==> config.mk <==
export PLATFORM = sky130hd
export DESIGN_NAME = variable_partition_allocator
export DESIGN_NICKNAME = d
export VERILOG_FILES = /design/src/rtl/core/vpa_pkg.sv /design/src/rtl/core/vpa_datapath.sv /design/src/rtl/core/vpa_ctrl.sv /design/src/rtl/core/variable_partition_allocator.sv
export SDC_FILE = /design/constraint.sdc
export NUM_CORES = 1
export LEC_CHECK = 0
export BUFFER_PORTS_ARGS = -buffer_cell sky130_fd_sc_hd__buf_2
export CAP_MARGIN = 20
export CORE_MARGIN = 2
export CORE_UTILIZATION = 60
export DETAILED_ROUTE_END_ITERATION = 12
export PLACE_DENSITY = 0.77
export SYNTH_ARGS = -nofsm -noshare
export SYNTH_HDL_FRONTEND = slang
export SYNTH_SLANG_ARGS = --single-unit
==> constraint.sdc <==
create_clock -name clk -period 6.4 [get_ports clk]
set_input_delay 0 -clock clk [delete_from_list [all_inputs] [get_ports clk]]
set_output_delay 0 -clock clk [all_outputs]
set_load 0.005 [all_outputs]
==> src/rtl/core/vpa_pkg.sv <==
// Shared types, codes and defaults for the variable partition allocator.
`default_nettype none
package vpa_pkg;

	localparam int LEN_W = 10;
	localparam int FIELD_W = 10;
	localparam int DEF_MAX_SEGMENTS = 16;
	localparam int DEF_ADDR_BITS = 10;
	localparam logic [LEN_W-1:0] SIZE_RESET = 10'd320;

	localparam logic [1:0] ST_OK = 2'd0;
	localparam logic [1:0] ST_NOFIT = 2'd1;
	localparam logic [1:0] ST_FULL = 2'd2;
	localparam logic [1:0] ST_BADFREE = 2'd3;

	localparam logic CMD_ALLOC = 1'b0;
	localparam logic CMD_FREE = 1'b1;

	localparam logic [1:0] FIT_FIRST = 2'd0;
	localparam logic [1:0] FIT_BEST = 2'd1;
	localparam logic [1:0] FIT_WORST = 2'd2;

	localparam logic [1:0] REG_FIT_POLICY = 2'd0;
	localparam logic [1:0] REG_TOTAL_SIZE = 2'd1;

	typedef struct packed {
		logic command;
		logic [FIELD_W-1:0] request_length;
		logic [FIELD_W-1:0] free_address;
	} req_t;

	typedef struct packed {
		logic [1:0] status;
		logic [FIELD_W-1:0] block_address;
		logic [FIELD_W-1:0] block_length;
	} rsp_t;

	typedef struct packed {
		logic init;
		logic load;
		logic scan;
		logic plan;
		logic shift;
		logic fin_a;
		logic fin_b;
		logic emit;
	} ctl_cmd_t;

	typedef struct packed {
		logic scan_done;
		logic shift_done;
		logic ok;
		logic second;
		logic out_free;
	} ctl_sts_t;

endpackage
`default_nettype wire

==> src/rtl/core/vpa_datapath.sv <==
// Segment table memory, scan, shift and merge datapath with result register.
`default_nettype none
module vpa_datapath #(
	parameter int MAX_SEGMENTS = vpa_pkg::DEF_MAX_SEGMENTS,
	parameter int ADDR_BITS = vpa_pkg::DEF_ADDR_BITS
) (
	input wire logic clk,
	input wire logic arst_n,
	input wire vpa_pkg::ctl_cmd_t cmd,
	output vpa_pkg::ctl_sts_t sts,
	input wire vpa_pkg::req_t req,
	input wire logic cfg_valid,
	input wire logic [1:0] cfg_index,
	input wire logic [vpa_pkg::FIELD_W-1:0] cfg_data,
	output logic rsp_valid,
	input wire logic rsp_stall,
	output vpa_pkg::rsp_t rsp
);
	localparam int LW = vpa_pkg::LEN_W;
	localparam int IDX_W = (MAX_SEGMENTS > 2) ? $clog2(MAX_SEGMENTS) : 1;
	localparam int CNT_W = $clog2(MAX_SEGMENTS + 1);
	localparam int ENT_W = ADDR_BITS + LW + 1;

	logic [ENT_W-1:0] mem_q [MAX_SEGMENTS];
	logic [ENT_W-1:0] rdata_q;

	logic [1:0] fit_q;
	logic [LW-1:0] size_q;
	logic [CNT_W-1:0] count_q;
	logic [CNT_W-1:0] k_q;
	logic rv_s1;
	logic [IDX_W-1:0] ridx_s1;
	logic found_q;
	logic has_prev_q;
	logic has_next_q;
	logic [CNT_W-1:0] n_q;
	logic [CNT_W-1:0] src_q;
	logic up_q;
	logic [1:0] r_q;
	logic wv_s1;
	logic [IDX_W-1:0] dst_s1;
	logic rsp_valid_q;

	logic cmd_q;
	logic [LW-1:0] len_q;
	logic [ADDR_BITS-1:0] addr_q;
	logic [IDX_W-1:0] pick_idx_q;
	logic [ADDR_BITS-1:0] pick_start_q;
	logic [LW-1:0] pick_len_q;
	logic [ENT_W-1:0] last_q;
	logic [ENT_W-1:0] prev_q;
	logic [LW-1:0] next_len_q;
	logic next_used_q;
	logic [1:0] status_q;
	logic [IDX_W-1:0] fa_idx_q;
	logic [ENT_W-1:0] fa_q;
	logic [ENT_W-1:0] fb_q;
	logic [CNT_W-1:0] new_count_q;
	logic second_q;
	logic [ADDR_BITS-1:0] res_addr_q;
	logic [LW-1:0] res_len_q;
	vpa_pkg::rsp_t rsp_q;

	logic cfg_size_wr;
	logic scan_iss;
	logic shift_iss;
	logic [ADDR_BITS-1:0] e_start;
	logic [LW-1:0] e_len;
	logic e_used;
	logic take;
	logic wr_en;
	logic [IDX_W-1:0] wr_idx;
	logic [ENT_W-1:0] wr_data;
	logic [IDX_W-1:0] rd_idx;
	logic out_free;

	// plan outcome
	logic [1:0] p_status;
	logic [CNT_W-1:0] p_n;
	logic [CNT_W-1:0] p_src;
	logic p_up;
	logic [1:0] p_r;
	logic [IDX_W-1:0] p_fa_idx;
	logic [ENT_W-1:0] p_fa;
	logic [ENT_W-1:0] p_fb;
	logic [CNT_W-1:0] p_count;
	logic p_second;
	logic [ADDR_BITS-1:0] p_addr;
	logic [LW-1:0] p_len;
	logic split;
	logic mp;
	logic mn;
	logic [ADDR_BITS-1:0] m_start;
	logic [LW-1:0] m_len;

	assign cfg_size_wr = cfg_valid && (cfg_index == vpa_pkg::REG_TOTAL_SIZE);
	assign scan_iss = cmd.scan && (k_q < count_q);
	assign shift_iss = cmd.shift && (n_q != '0);
	assign e_start = rdata_q[ENT_W-1 -: ADDR_BITS];
	assign e_len = rdata_q[LW:1];
	assign e_used = rdata_q[0];
	assign out_free = !rsp_valid_q || !rsp_stall;

	always_comb begin
		if (cmd_q == vpa_pkg::CMD_ALLOC) begin
			take = !e_used && (e_len >= len_q) && (!found_q
				|| (fit_q == vpa_pkg::FIT_BEST && e_len < pick_len_q)
				|| (fit_q == vpa_pkg::FIT_WORST && e_len > pick_len_q));
		end else begin
			take = e_used && (e_start == addr_q) && !found_q;
		end
	end

	always_comb begin
		rd_idx = cmd.shift ? src_q[IDX_W-1:0] : k_q[IDX_W-1:0];
		wr_en = 1'b0;
		wr_idx = '0;
		wr_data = '0;
		if (cfg_size_wr) begin
			wr_en = 1'b1;
			wr_data = {{ADDR_BITS{1'b0}}, cfg_data, 1'b0};
		end else if (cmd.init) begin
			wr_en = 1'b1;
			wr_data = {{ADDR_BITS{1'b0}}, size_q, 1'b0};
		end else if (wv_s1) begin
			wr_en = 1'b1;
			wr_idx = dst_s1;
			wr_data = rdata_q;
		end else if (cmd.fin_a) begin
			wr_en = 1'b1;
			wr_idx = fa_idx_q;
			wr_data = fa_q;
		end else if (cmd.fin_b) begin
			wr_en = 1'b1;
			wr_idx = IDX_W'(fa_idx_q + 1'b1);
			wr_data = fb_q;
		end
	end

	always_ff @(posedge clk) begin
		if (wr_en) begin
			mem_q[wr_idx] <= wr_data;
		end
		rdata_q <= mem_q[rd_idx];
	end

	always_comb begin
		split = pick_len_q > len_q;
		mp = has_prev_q && !prev_q[0];
		mn = has_next_q && !next_used_q;
		m_start = mp ? prev_q[ENT_W-1 -: ADDR_BITS] : pick_start_q;
		m_len = pick_len_q + (mp ? prev_q[LW:1] : '0) + (mn ? next_len_q : '0);
		p_status = vpa_pkg::ST_OK;
		p_n = '0;
		p_src = count_q - 1'b1;
		p_up = 1'b1;
		p_r = '0;
		p_fa_idx = pick_idx_q;
		p_fa = {pick_start_q, len_q, 1'b1};
		p_fb = {ADDR_BITS'(pick_start_q + ADDR_BITS'(len_q)), LW'(pick_len_q - len_q), 1'b0};
		p_count = count_q;
		p_second = 1'b0;
		p_addr = pick_start_q;
		p_len = len_q;
		if (cmd_q == vpa_pkg::CMD_ALLOC) begin
			if (len_q == '0 || !found_q) begin
				p_status = vpa_pkg::ST_NOFIT;
			end else if (split && count_q == CNT_W'(MAX_SEGMENTS)) begin
				p_status = vpa_pkg::ST_FULL;
			end else if (split) begin
				p_n = count_q - 1'b1 - CNT_W'(pick_idx_q);
				p_count = count_q + 1'b1;
				p_second = 1'b1;
			end
		end else begin
			if (!found_q) begin
				p_status = vpa_pkg::ST_BADFREE;
			end else begin
				p_up = 1'b0;
				p_r = {1'b0, mp} + {1'b0, mn};
				p_src = CNT_W'(pick_idx_q) + 1'b1 + CNT_W'(mn);
				if (mp || mn) begin
					p_n = count_q - 1'b1 - CNT_W'(pick_idx_q) - CNT_W'(mn);
				end
				p_count = count_q - CNT_W'(p_r);
				p_fa_idx = mp ? IDX_W'(pick_idx_q - 1'b1) : pick_idx_q;
				p_fa = {m_start, m_len, 1'b0};
				p_addr = m_start;
				p_len = m_len;
			end
		end
		if (p_status != vpa_pkg::ST_OK) begin
			p_addr = '0;
			p_len = '0;
		end
	end

	always_ff @(posedge clk or negedge arst_n) begin
		if (!arst_n) begin
			fit_q <= vpa_pkg::FIT_FIRST;
			size_q <= vpa_pkg::SIZE_RESET;
			count_q <= CNT_W'(1);
			k_q <= '0;
			rv_s1 <= 1'b0;
			found_q <= 1'b0;
			has_prev_q <= 1'b0;
			has_next_q <= 1'b0;
			n_q <= '0;
			wv_s1 <= 1'b0;
			rsp_valid_q <= 1'b0;
		end else begin
			rv_s1 <= scan_iss;
			wv_s1 <= shift_iss;
			if (cfg_valid && cfg_index == vpa_pkg::REG_FIT_POLICY) begin
				fit_q <= cfg_data[1:0];
			end
			if (cfg_size_wr) begin
				size_q <= cfg_data;
				count_q <= CNT_W'(cfg_data != '0);
			end else if (cmd.init) begin
				count_q <= CNT_W'(size_q != '0);
			end else if (cmd.fin_a) begin
				count_q <= new_count_q;
			end
			if (cmd.load) begin
				k_q <= '0;
				found_q <= 1'b0;
				has_prev_q <= 1'b0;
				has_next_q <= 1'b0;
			end else if (cmd.scan) begin
				if (scan_iss) begin
					k_q <= k_q + 1'b1;
				end
				if (rv_s1) begin
					if (take) begin
						found_q <= 1'b1;
						has_prev_q <= ridx_s1 != '0;
					end
					if (cmd_q == vpa_pkg::CMD_FREE && found_q
						&& ridx_s1 == IDX_W'(pick_idx_q + 1'b1)) begin
						has_next_q <= 1'b1;
					end
				end
			end
			if (cmd.plan) begin
				n_q <= p_n;
			end else if (shift_iss) begin
				n_q <= n_q - 1'b1;
			end
			if (cmd.emit) begin
				rsp_valid_q <= 1'b1;
			end else if (!rsp_stall) begin
				rsp_valid_q <= 1'b0;
			end
		end
	end

	always_ff @(posedge clk) begin
		ridx_s1 <= k_q[IDX_W-1:0];
		if (cmd.load) begin
			cmd_q <= req.command;
			len_q <= LW'(ADDR_BITS'(req.request_length));
			addr_q <= ADDR_BITS'(req.free_address);
		end
		if (cmd.scan && rv_s1) begin
			last_q <= rdata_q;
			if (take) begin
				pick_idx_q <= ridx_s1;
				pick_start_q <= e_start;
				pick_len_q <= e_len;
				prev_q <= last_q;
			end
			if (found_q && ridx_s1 == IDX_W'(pick_idx_q + 1'b1)) begin
				next_len_q <= e_len;
				next_used_q <= e_used;
			end
		end
		if (cmd.plan) begin
			status_q <= p_status;
			src_q <= p_src;
			up_q <= p_up;
			r_q <= p_r;
			fa_idx_q <= p_fa_idx;
			fa_q <= p_fa;
			fb_q <= p_fb;
			new_count_q <= p_count;
			second_q <= p_second;
			res_addr_q <= p_addr;
			res_len_q <= p_len;
		end else if (shift_iss) begin
			src_q <= up_q ? CNT_W'(src_q - 1'b1) : CNT_W'(src_q + 1'b1);
		end
		// moves go one slot up for a split, r slots down for a merge
		dst_s1 <= up_q ? IDX_W'(src_q + 1'b1) : IDX_W'(src_q - CNT_W'(r_q));
		if (cmd.emit) begin
			rsp_q.status <= status_q;
			rsp_q.block_address <= vpa_pkg::FIELD_W'(res_addr_q);
			rsp_q.block_length <= res_len_q;
		end
	end

	assign sts.scan_done = (k_q >= count_q) && !rv_s1;
	assign sts.shift_done = (n_q == '0) && !wv_s1;
	assign sts.ok = status_q == vpa_pkg::ST_OK;
	assign sts.second = second_q;
	assign sts.out_free = out_free;
	assign rsp_valid = rsp_valid_q;
	assign rsp = rsp_q;

endmodule
`default_nettype wire

==> src/rtl/core/vpa_ctrl.sv <==
// Sequencer that steps one item through scan, plan, shift, update and result.
`default_nettype none
module vpa_ctrl (
	input wire logic clk,
	input wire logic arst_n,
	input wire logic req_valid,
	output logic req_stall,
	input wire vpa_pkg::ctl_sts_t sts,
	output vpa_pkg::ctl_cmd_t cmd
);
	localparam logic [2:0] S_INIT = 3'd0;
	localparam logic [2:0] S_IDLE = 3'd1;
	localparam logic [2:0] S_SCAN = 3'd2;
	localparam logic [2:0] S_PLAN = 3'd3;
	localparam logic [2:0] S_SHIFT = 3'd4;
	localparam logic [2:0] S_FIN_A = 3'd5;
	localparam logic [2:0] S_FIN_B = 3'd6;
	localparam logic [2:0] S_OUT = 3'd7;

	logic [2:0] state_q;
	logic [2:0] state_d;

	always_comb begin
		state_d = state_q;
		cmd = '0;
		case (state_q)
			S_INIT: begin
				cmd.init = 1'b1;
				state_d = S_IDLE;
			end
			S_IDLE: begin
				if (req_valid) begin
					cmd.load = 1'b1;
					state_d = S_SCAN;
				end
			end
			S_SCAN: begin
				cmd.scan = 1'b1;
				if (sts.scan_done) begin
					state_d = S_PLAN;
				end
			end
			S_PLAN: begin
				cmd.plan = 1'b1;
				state_d = S_SHIFT;
			end
			S_SHIFT: begin
				cmd.shift = 1'b1;
				if (sts.shift_done) begin
					state_d = sts.ok ? S_FIN_A : S_OUT;
				end
			end
			S_FIN_A: begin
				cmd.fin_a = 1'b1;
				state_d = sts.second ? S_FIN_B : S_OUT;
			end
			S_FIN_B: begin
				cmd.fin_b = 1'b1;
				state_d = S_OUT;
			end
			S_OUT: begin
				// hold until the result register can take the beat
				if (sts.out_free) begin
					cmd.emit = 1'b1;
					state_d = S_IDLE;
				end
			end
			default: begin
				state_d = S_INIT;
			end
		endcase
	end

	always_ff @(posedge clk or negedge arst_n) begin
		if (!arst_n) begin
			state_q <= S_INIT;
		end else begin
			state_q <= state_d;
		end
	end

	assign req_stall = state_q != S_IDLE;

endmodule
`default_nettype wire

==> src/rtl/core/variable_partition_allocator.sv <==
// Top level of the variable partition allocator: sequencer plus segment datapath.
// Requests are taken one at a time, only in the idle state, after the previous result is emitted.
// A result waits in an output register while the next request is already taken.
// Reset: asynchronous; the init state that follows reset loads the table with one free segment.
`default_nettype none
module variable_partition_allocator #(
	parameter int MAX_SEGMENTS = vpa_pkg::DEF_MAX_SEGMENTS,
	parameter int ADDR_BITS = vpa_pkg::DEF_ADDR_BITS
) (
	input wire logic clk,
	input wire logic arst_n,
	input wire logic req_valid,
	output logic req_stall,
	input wire vpa_pkg::req_t req,
	output logic rsp_valid,
	input wire logic rsp_stall,
	output vpa_pkg::rsp_t rsp,
	input wire logic cfg_valid,
	output logic cfg_ready,
	input wire logic [1:0] cfg_index,
	input wire logic [vpa_pkg::FIELD_W-1:0] cfg_data
);
	vpa_pkg::ctl_cmd_t cmd;
	vpa_pkg::ctl_sts_t sts;

	assign cfg_ready = 1'b1;

	vpa_ctrl u_ctrl (
		.clk(clk),
		.arst_n(arst_n),
		.req_valid(req_valid),
		.req_stall(req_stall),
		.sts(sts),
		.cmd(cmd)
	);

	vpa_datapath #(
		.MAX_SEGMENTS(MAX_SEGMENTS),
		.ADDR_BITS(ADDR_BITS)
	) u_dp (
		.clk(clk),
		.arst_n(arst_n),
		.cmd(cmd),
		.sts(sts),
		.req(req),
		.cfg_valid(cfg_valid),
		.cfg_index(cfg_index),
		.cfg_data(cfg_data),
		.rsp_valid(rsp_valid),
		.rsp_stall(rsp_stall),
		.rsp(rsp)
	);

endmodule
`default_nettype wire

==> run_results.csv, run 1 <==
group,metric,value,unit
layout,layout_commonest_cell,"edfxtp_1",
setup_path,r2r-start,"u_ctrl.state_q[2]$_DFFE_PN0P_",
global_route,grt_usage,0.273,
global_route,grt_max_degree,119,
detailed_routing,dr_total_vias,16800,
placement,post_dp_cell_area,27200,µm²
setup_path,max_stage_delay,0.83,ns
synth,netlist-cell-type-count,70,
min_path,hold_path.class,"in2reg",
clocking,insertion_delay,0.64,ns
synth,synth_edf_count,535,
layout,syn2layout_area_growth,13.7,%
timing,finalCritPeriodShare,0.559,
layout,final_util,0.692,
setup_path,critPathLaunch,"u_ctrl.state_q[2]$_DFFE_PN0P_",
global_route,overflow,0,
clocking,post_cts_resize_count,0,
min_path,min_to,"u_dp.size_q[1]$_DFFE_PN0P_",
synth,ys.flop_type,"edfxtp_1",
placement,place.gp.congestion,0.912,
synth,netlist_instances,2045,
min_path,hold_path_startpoint,"cfg_index[1]",
pwr,peakVddDrop,0.354,mV
layout,final_cell_mix,"535 x edfxtp_1, 409 x nand2_1, 143 x nand3_1",
timing,fmax,0.279,GHz
setup_path,crit_top_cell,"nand2_1",
setup_path,cp_top_family,"simple AND/OR/NAND/NOR gates",
setup_path,setup.worst_path.end_class,"flip-flop",
setup_path,cp_num_buf_inv,1,
setup_path,rr_worst_depth,7,
layout,diodes,0,
setup_path,crit_path_start_kind,"flip-flop",
timing,fin_crit,3.58,ns
clocking,tritoncts,"done",
timing,rsz0062_at_grt,"no",
global_route,antenna_found_initial,0,
synth,ys_seq_elements,600,
synth,async_flop_share,0.0600,
synth,seq_area_frac_synth,0.669,
setup_path,critPathArrivalTime,4.12,ns
pwr,p_leak,11.2,nW
detailed_routing,drtPass1Iterations,6,
setup_path,crit_fanout,118,
clocking,cts_buffer_depth,3,
floorplanning,die_w,213,µm
timing,setup_tns,0,ns
flow_run,drv_cap,0,
detailed_routing,antenna_left,0,
synth,yosysWarnings,0,
placement,io_buffers,61,
clocking,cts_buffers,58,
setup_path,crit_required,6.95,ns
setup_path,r2r_setup_slack,2.82,ns
detailed_routing,routed_wl,60900,µm
floorplanning,core_area,43100,µm²
layout,final_cell_area,29800,µm²
layout,num-nets-final,2302,
synth,syn_nets,2175,
global_route,first_global_vias,16500,
floorplanning,chipHeight,213,µm
detailed_routing,drc,0,
layout,drive_gt1_frac,0.116,
setup_path,r2r-end,"u_dp.rdata_q[19]$_DFF_P_",
synth,syn_area,26200,µm²
floorplanning,rows,76,
floorplanning,die_area,45400,µm²
timing,slew_headroom,0.231,
pwr,p_total,13.9,mW
run_status,outcome,"finished clean",
timing,fin_skew,0.0298,ns
detailed_routing,vias_per_cell,6.00,
detailed_routing,wire_per_inst,21.7,µm
placement,hpwlAfterDp,38900,µm
timing,worstMarginPinSlew,1.15,ns
clocking,h-tree-depth,2,
layout,layoutNonFillerInstCount,2807,
synth,syn_avg_cell_area,12.8,µm²
min_path,min_path_cells,4,
global_route,grt_pass1_wl,92700,µm
layout,nFillCells,2900,
placement,dp_cells,2634,
clocking,cts.sink_count,600,
detailed_routing,first_iter_violations,1666,
clocking,cts-root-buf,"clkbuf_16",
clocking,path_clk_slew,0.06,ns
setup_path,crit_chain,"or3b_1 -> mux2_8 -> buf_4 -> nand2_1 -> nand3_1 -> nand2_1 -> o221ai_1",
timing,final-setup-viol-count,0,
floorplanning,io_pins,63,
pwr,powerDensity,466,nW/µm²
timing,report.final.hold_viol_count,0,
floorplanning,initial_core_util,0.609,
setup_path,cpMaxStageDelayCell,"mux2_8",
timing,final_max_slew_viol_count,0,
setup_path,critPathKind,"reg2reg",
[cells in the mapped netlist (8+ instances only)]
master      n  area share
edfxtp_1  535        0.61
nand2_1   409       0.059
nand3_1   143       0.027
nor2_1     82       0.012
inv_1      80       0.011
ha_1       77       0.037
mux2i_1    74       0.028
clkbuf_1   64      0.0092
o21ai_0    52      0.0099
a21oi_1    50      0.0095
xnor2_1    40       0.013
dfrtp_1    33       0.031
dfxtp_1    29       0.022
nor3_1     28      0.0053
xor2_1     27      0.0090
nor2b_1    22      0.0052
a32oi_1    21      0.0070
o21a_1     21      0.0060
o221ai_1   21      0.0070
buf_2      20      0.0038
fa_1       15       0.011
mux2_2     13      0.0056
nor4_1     13      0.0031
a22oi_1    12      0.0034
nand4_1    12      0.0029
buf_6      11      0.0047
a221oi_1   10      0.0033
a211oi_1    8      0.0023
and2_1      8      0.0019
nand2b_1    8      0.0019
o211ai_1    8      0.0023
[timing repair]
| item | in CTS | in global routing |
|---|---|---|
| hold buffers | 49 | 0 |
| setup endpoints to repair | 0 | 0 |
| hold endpoints to repair | 189 | 0 |
| buffers inserted | 0 | 0 |
[power by group]
| part | leakage, nW | switching, mW | internal [mW] | total (mW) |
|---|---|---|---|---|
| sequential | 5.63 | 0.480 | 5.50 | 5.98 |
| combinational | 4.65 | 3.00 | 1.46 | 4.46 |
| clock | 0.948 | 1.47 | 1.98 | 3.45 |
[state kept, by name, indices dropped and copies added, names as in the netlist, 20 cells and up]
register and count:
u_dp.fa_q 21, u_dp.last_q 21, u_dp.prev_q 21, u_dp.mem_q 336, u_dp.rdata_q 21, u_dp.rsp 22
u_dp.fb_q 20
[worst max-delay path by stage]
stage / to / slack, ns / depth (start not counted)
after global placement: u_dp.mem_q[1][3]$_DFFE_PP_ / 2.69 / 8
after floorplan: u_dp.pick_idx_q[0]$_DFFE_PP_ / 1.02 / 7
final: u_dp.rdata_q[19]$_DFF_P_ / 2.82 / 7
after CTS: u_dp.mem_q[5][14]$_DFFE_PP_ / 2.83 / 7
after detailed placement: u_dp.mem_q[5][8]$_DFFE_PP_ / 2.80 / 7
after global routing: u_dp.rdata_q[19]$_DFF_P_ / 2.63 / 7
[worst min-delay path, cell delays in order]
cell,delay (ns)
buf_2,0.10
nand3b_1,0.35
nand2_1,0.11
nand2_1,0.06
[cell families after synthesis]
logic type               count (synthesis)  synth area share
AO/OA/AOI/OAI                          256            0.0675
XOR/XNOR                                67            0.0224
adder cells (fa/ha/maj)                 92            0.0482
buffers and inverters                  181            0.0301
flip-flops                             600             0.669
multiplexers                            89            0.0353
other                                    1          0.000143
AND/OR/NAND/NOR                        759             0.127
[through the flow]
stage          hold slack (ns)  setup WS [ns]
4_1_cts               0.000355           2.83
5_1_grt                 0.0764           2.63
3_5_place_dp             0.178           2.80
6_report                0.0273           2.82
3_3_place_gp             0.177           2.69
2_1_floorplan           -0.296           1.02
[routing by layer]
metal  GRT usage  vias to the layer above  wire (µm)
met5           0                        -          0
met4       0.117                        0       2450
met3      0.0493                      146       5050
met2       0.443                      786      28900
met1       0.366                     8204      24500
li1            -                     7694          -
[area by class of cell]
cell class | count | area [µm²] | share of cell area
clock buffer | 77 | 1570 | 0.0528
tap | 585 | 732 | 0.0245
inverter | 80 | 302 | 0.0101
clock inverter | 33 | 365 | 0.0123
sequential | 600 | 17600 | 0.589
multi-input combinational | 1264 | 7990 | 0.268
timing repair buffer | 168 | 1310 | 0.0439
Power figures use the tool's default switching activity.
==> inputs of run 2 (changes only) <==
- clock period: 6.4 -> 3.4 ns (I/O delays scaled with it)
==> run_results.csv, run 2 (synthesis gave the netlist of run 1 again) <==
group,metric,value,unit
setup_path,setup.worst_path.end_class,"flip-flop",
min_path,hold_path.class,"in2reg",
timing,worstMarginPinSlew,0.980,ns
setup_path,cpMaxStageDelayCell,"fa_1",
layout,final_cell_mix,"535 x edfxtp_1, 409 x nand2_1, 143 x nand3_1",
clocking,cts_buffers,57,
pwr,p_total,26.4,mW
layout,final_cell_area,30100,µm²
timing,fmax,0.316,GHz
timing,final_max_slew_viol_count,0,
floorplanning,io_pins,63,
setup_path,critPathKind,"reg2reg",
floorplanning,core_area,43100,µm²
setup_path,crit_top_cell,"fa_1",
global_route,grt_max_degree,65,
clocking,cts_buffer_depth,3,
layout,drive_gt1_frac,0.136,
floorplanning,die_area,45400,µm²
placement,io_buffers,61,
floorplanning,initial_core_util,0.609,
setup_path,crit_chain,"nor2b_2 -> buf_4 -> and2_1 -> fa_1 -> ha_1 -> fa_1 -> a21oi_2 -> o211ai_1 -> a211oi_1 -> o21bai_1 -> xnor2_1 -> o21ai_0",
detailed_routing,dr_total_vias,17200,
floorplanning,rows,76,
layout,largest_reg_flops,336,
timing,fin_crit,3.17,ns
detailed_routing,vias_per_cell,6.04,
global_route,first_global_vias,17100,
global_route,grt_usage,0.293,
timing,finalCritPeriodShare,0.932,
clocking,cts.sink_count,600,
pwr,peakVddDrop,0.458,mV
placement,place_ws,0.162,ns
placement,hpwlAfterDp,41600,µm
run_status,outcome,"finished clean",
timing,fin_skew,0.0189,ns
layout,syn2layout_area_growth,14.9,%
placement,place.gp.congestion,0.956,
floorplanning,die_w,213,µm
layout,num-nets-final,2348,
clocking,cts_setup_buffers,0,
detailed_routing,antenna_left,0,
layout,final_util,0.699,
timing,rsz0062_at_grt,"no",
detailed_routing,drc,0,
timing,report.final.hold_viol_count,0,
setup_path,crit_path_start_kind,"flip-flop",
layout,layout_commonest_cell,"edfxtp_1",
layout,top_register,"u_dp.mem_q",
setup_path,critPathArrivalTime,3.49,ns
global_route,antenna_found_initial,0,
detailed_routing,routed_wl,64900,µm
setup_path,crit_fanout,4,
pwr,powerDensity,875,nW/µm²
floorplanning,chipHeight,213,µm
clocking,path_clk_slew,0.06,ns
detailed_routing,drtPass1Iterations,7,
setup_path,crit_required,3.73,ns
clocking,insertion_delay,0.62,ns
clocking,h-tree-depth,2,
timing,final-setup-viol-count,0,
detailed_routing,first_iter_violations,2031,
setup_path,max_stage_delay,0.43,ns
timing,slew_headroom,0.347,
global_route,overflow,0,
global_route,grt_pass1_wl,98900,µm
flow_run,drv_cap,0,
pwr,p_leak,11.4,nW
timing,setup_tns,0,ns
detailed_routing,wire_per_inst,22.7,µm
clocking,cts-root-buf,"clkbuf_16",
placement,post_dp_cell_area,27800,µm²
timing,setup_ws,0.232,ns
clocking,tritoncts,"done",
run 2: cell types whose count changed in the layout (fill, tap and decap cells not counted), sizes merged, moves of 2 or more:
cell,delta
buf,+50
clkinvlp,+4
clkinv,-7
dlygate4sd3,-2
bufinv,-2
run 2: repair_timing:
item                                    in CTS  in global routing
hold endpoints to repair                   179                  0
endpoints found under the setup margin       0                  4
resized for setup                            0                  4
hold buffers                                47                  0
run 2: through the flow:
step | cells | hold slack [ns]
final | 2852 | 0.0401
after global routing | 2851 | 0.0774
after CTS | 2850 | 0.0115
after detailed placement | 2696 | 0.178
after global placement | 2696 | 0.172
after floorplan | 2045 | -0.296
run 2: worst max-delay path, delay by kind of cell, from the launching register on:
family / cells / cell delay [ns]
AOI/OAI and AO/OA: 5 / 0.75
xor gates and xnor gates: 1 / 0.18
adders and majority gates: 3 / 1.07
buffers and inverters: 1 / 0.15
DFF: 1 / 0.37
and+or+nand+nor: 2 / 0.35
run 2: report_power, final:
| group | internal (mW) | leakage (nW) | switching [mW] |
|---|---|---|---|
| Clock | 3.60 | 0.900 | 2.74 |
| Sequential | 10.3 | 5.63 | 0.788 |
| Combinational | 3.04 | 4.91 | 5.86 |
| Total | 17.0 | 11.4 | 9.39 |
run 2: path summary, 6_finish.rpt:
kind                            slack (ns)                   startpoint                    endpoint  cells after the start
min in group asynchronous             0.08                       arst_n     u_dp.n_q[3]$_DFFE_PN0P_                      2
worst min-delay path                  0.04                 cfg_index[0]  u_dp.size_q[0]$_DFFE_PN0P_                      4
worst max register to register        0.23  u_dp.has_next_q$_DFFE_PN0P_     u_dp.fa_q[10]$_DFFE_PP_                     12
worst min register to register        0.41     u_dp.last_q[3]$_DFFE_PP_    u_dp.prev_q[3]$_DFFE_PP_                      0
max in group asynchronous             2.70                       arst_n  u_dp.size_q[1]$_DFFE_PN0P_                      2
worst max-delay path                  0.23  u_dp.has_next_q$_DFFE_PN0P_     u_dp.fa_q[10]$_DFFE_PP_                     12
run 2: metal layers:
metal  vias to the layer above  global-route usage  share of wire
li1                       7788                   -              -
met1                      8367               0.390           0.39
met2                       893               0.473           0.48
met3                       172              0.0447          0.087
met4                         0               0.149          0.049
met5                         -                   0              0
run 2: final cells by class:
cell class / count / area, µm²
timing repair buffer: 215 / 1670
tap: 585 / 732
clock buffer: 79 / 1600
antenna: 1 / 2.50
inverter: 80 / 302
fill: 2850 / 12900
multi-input combinational: 1264 / 8000
clock inverter: 28 / 275
sequential: 600 / 17600
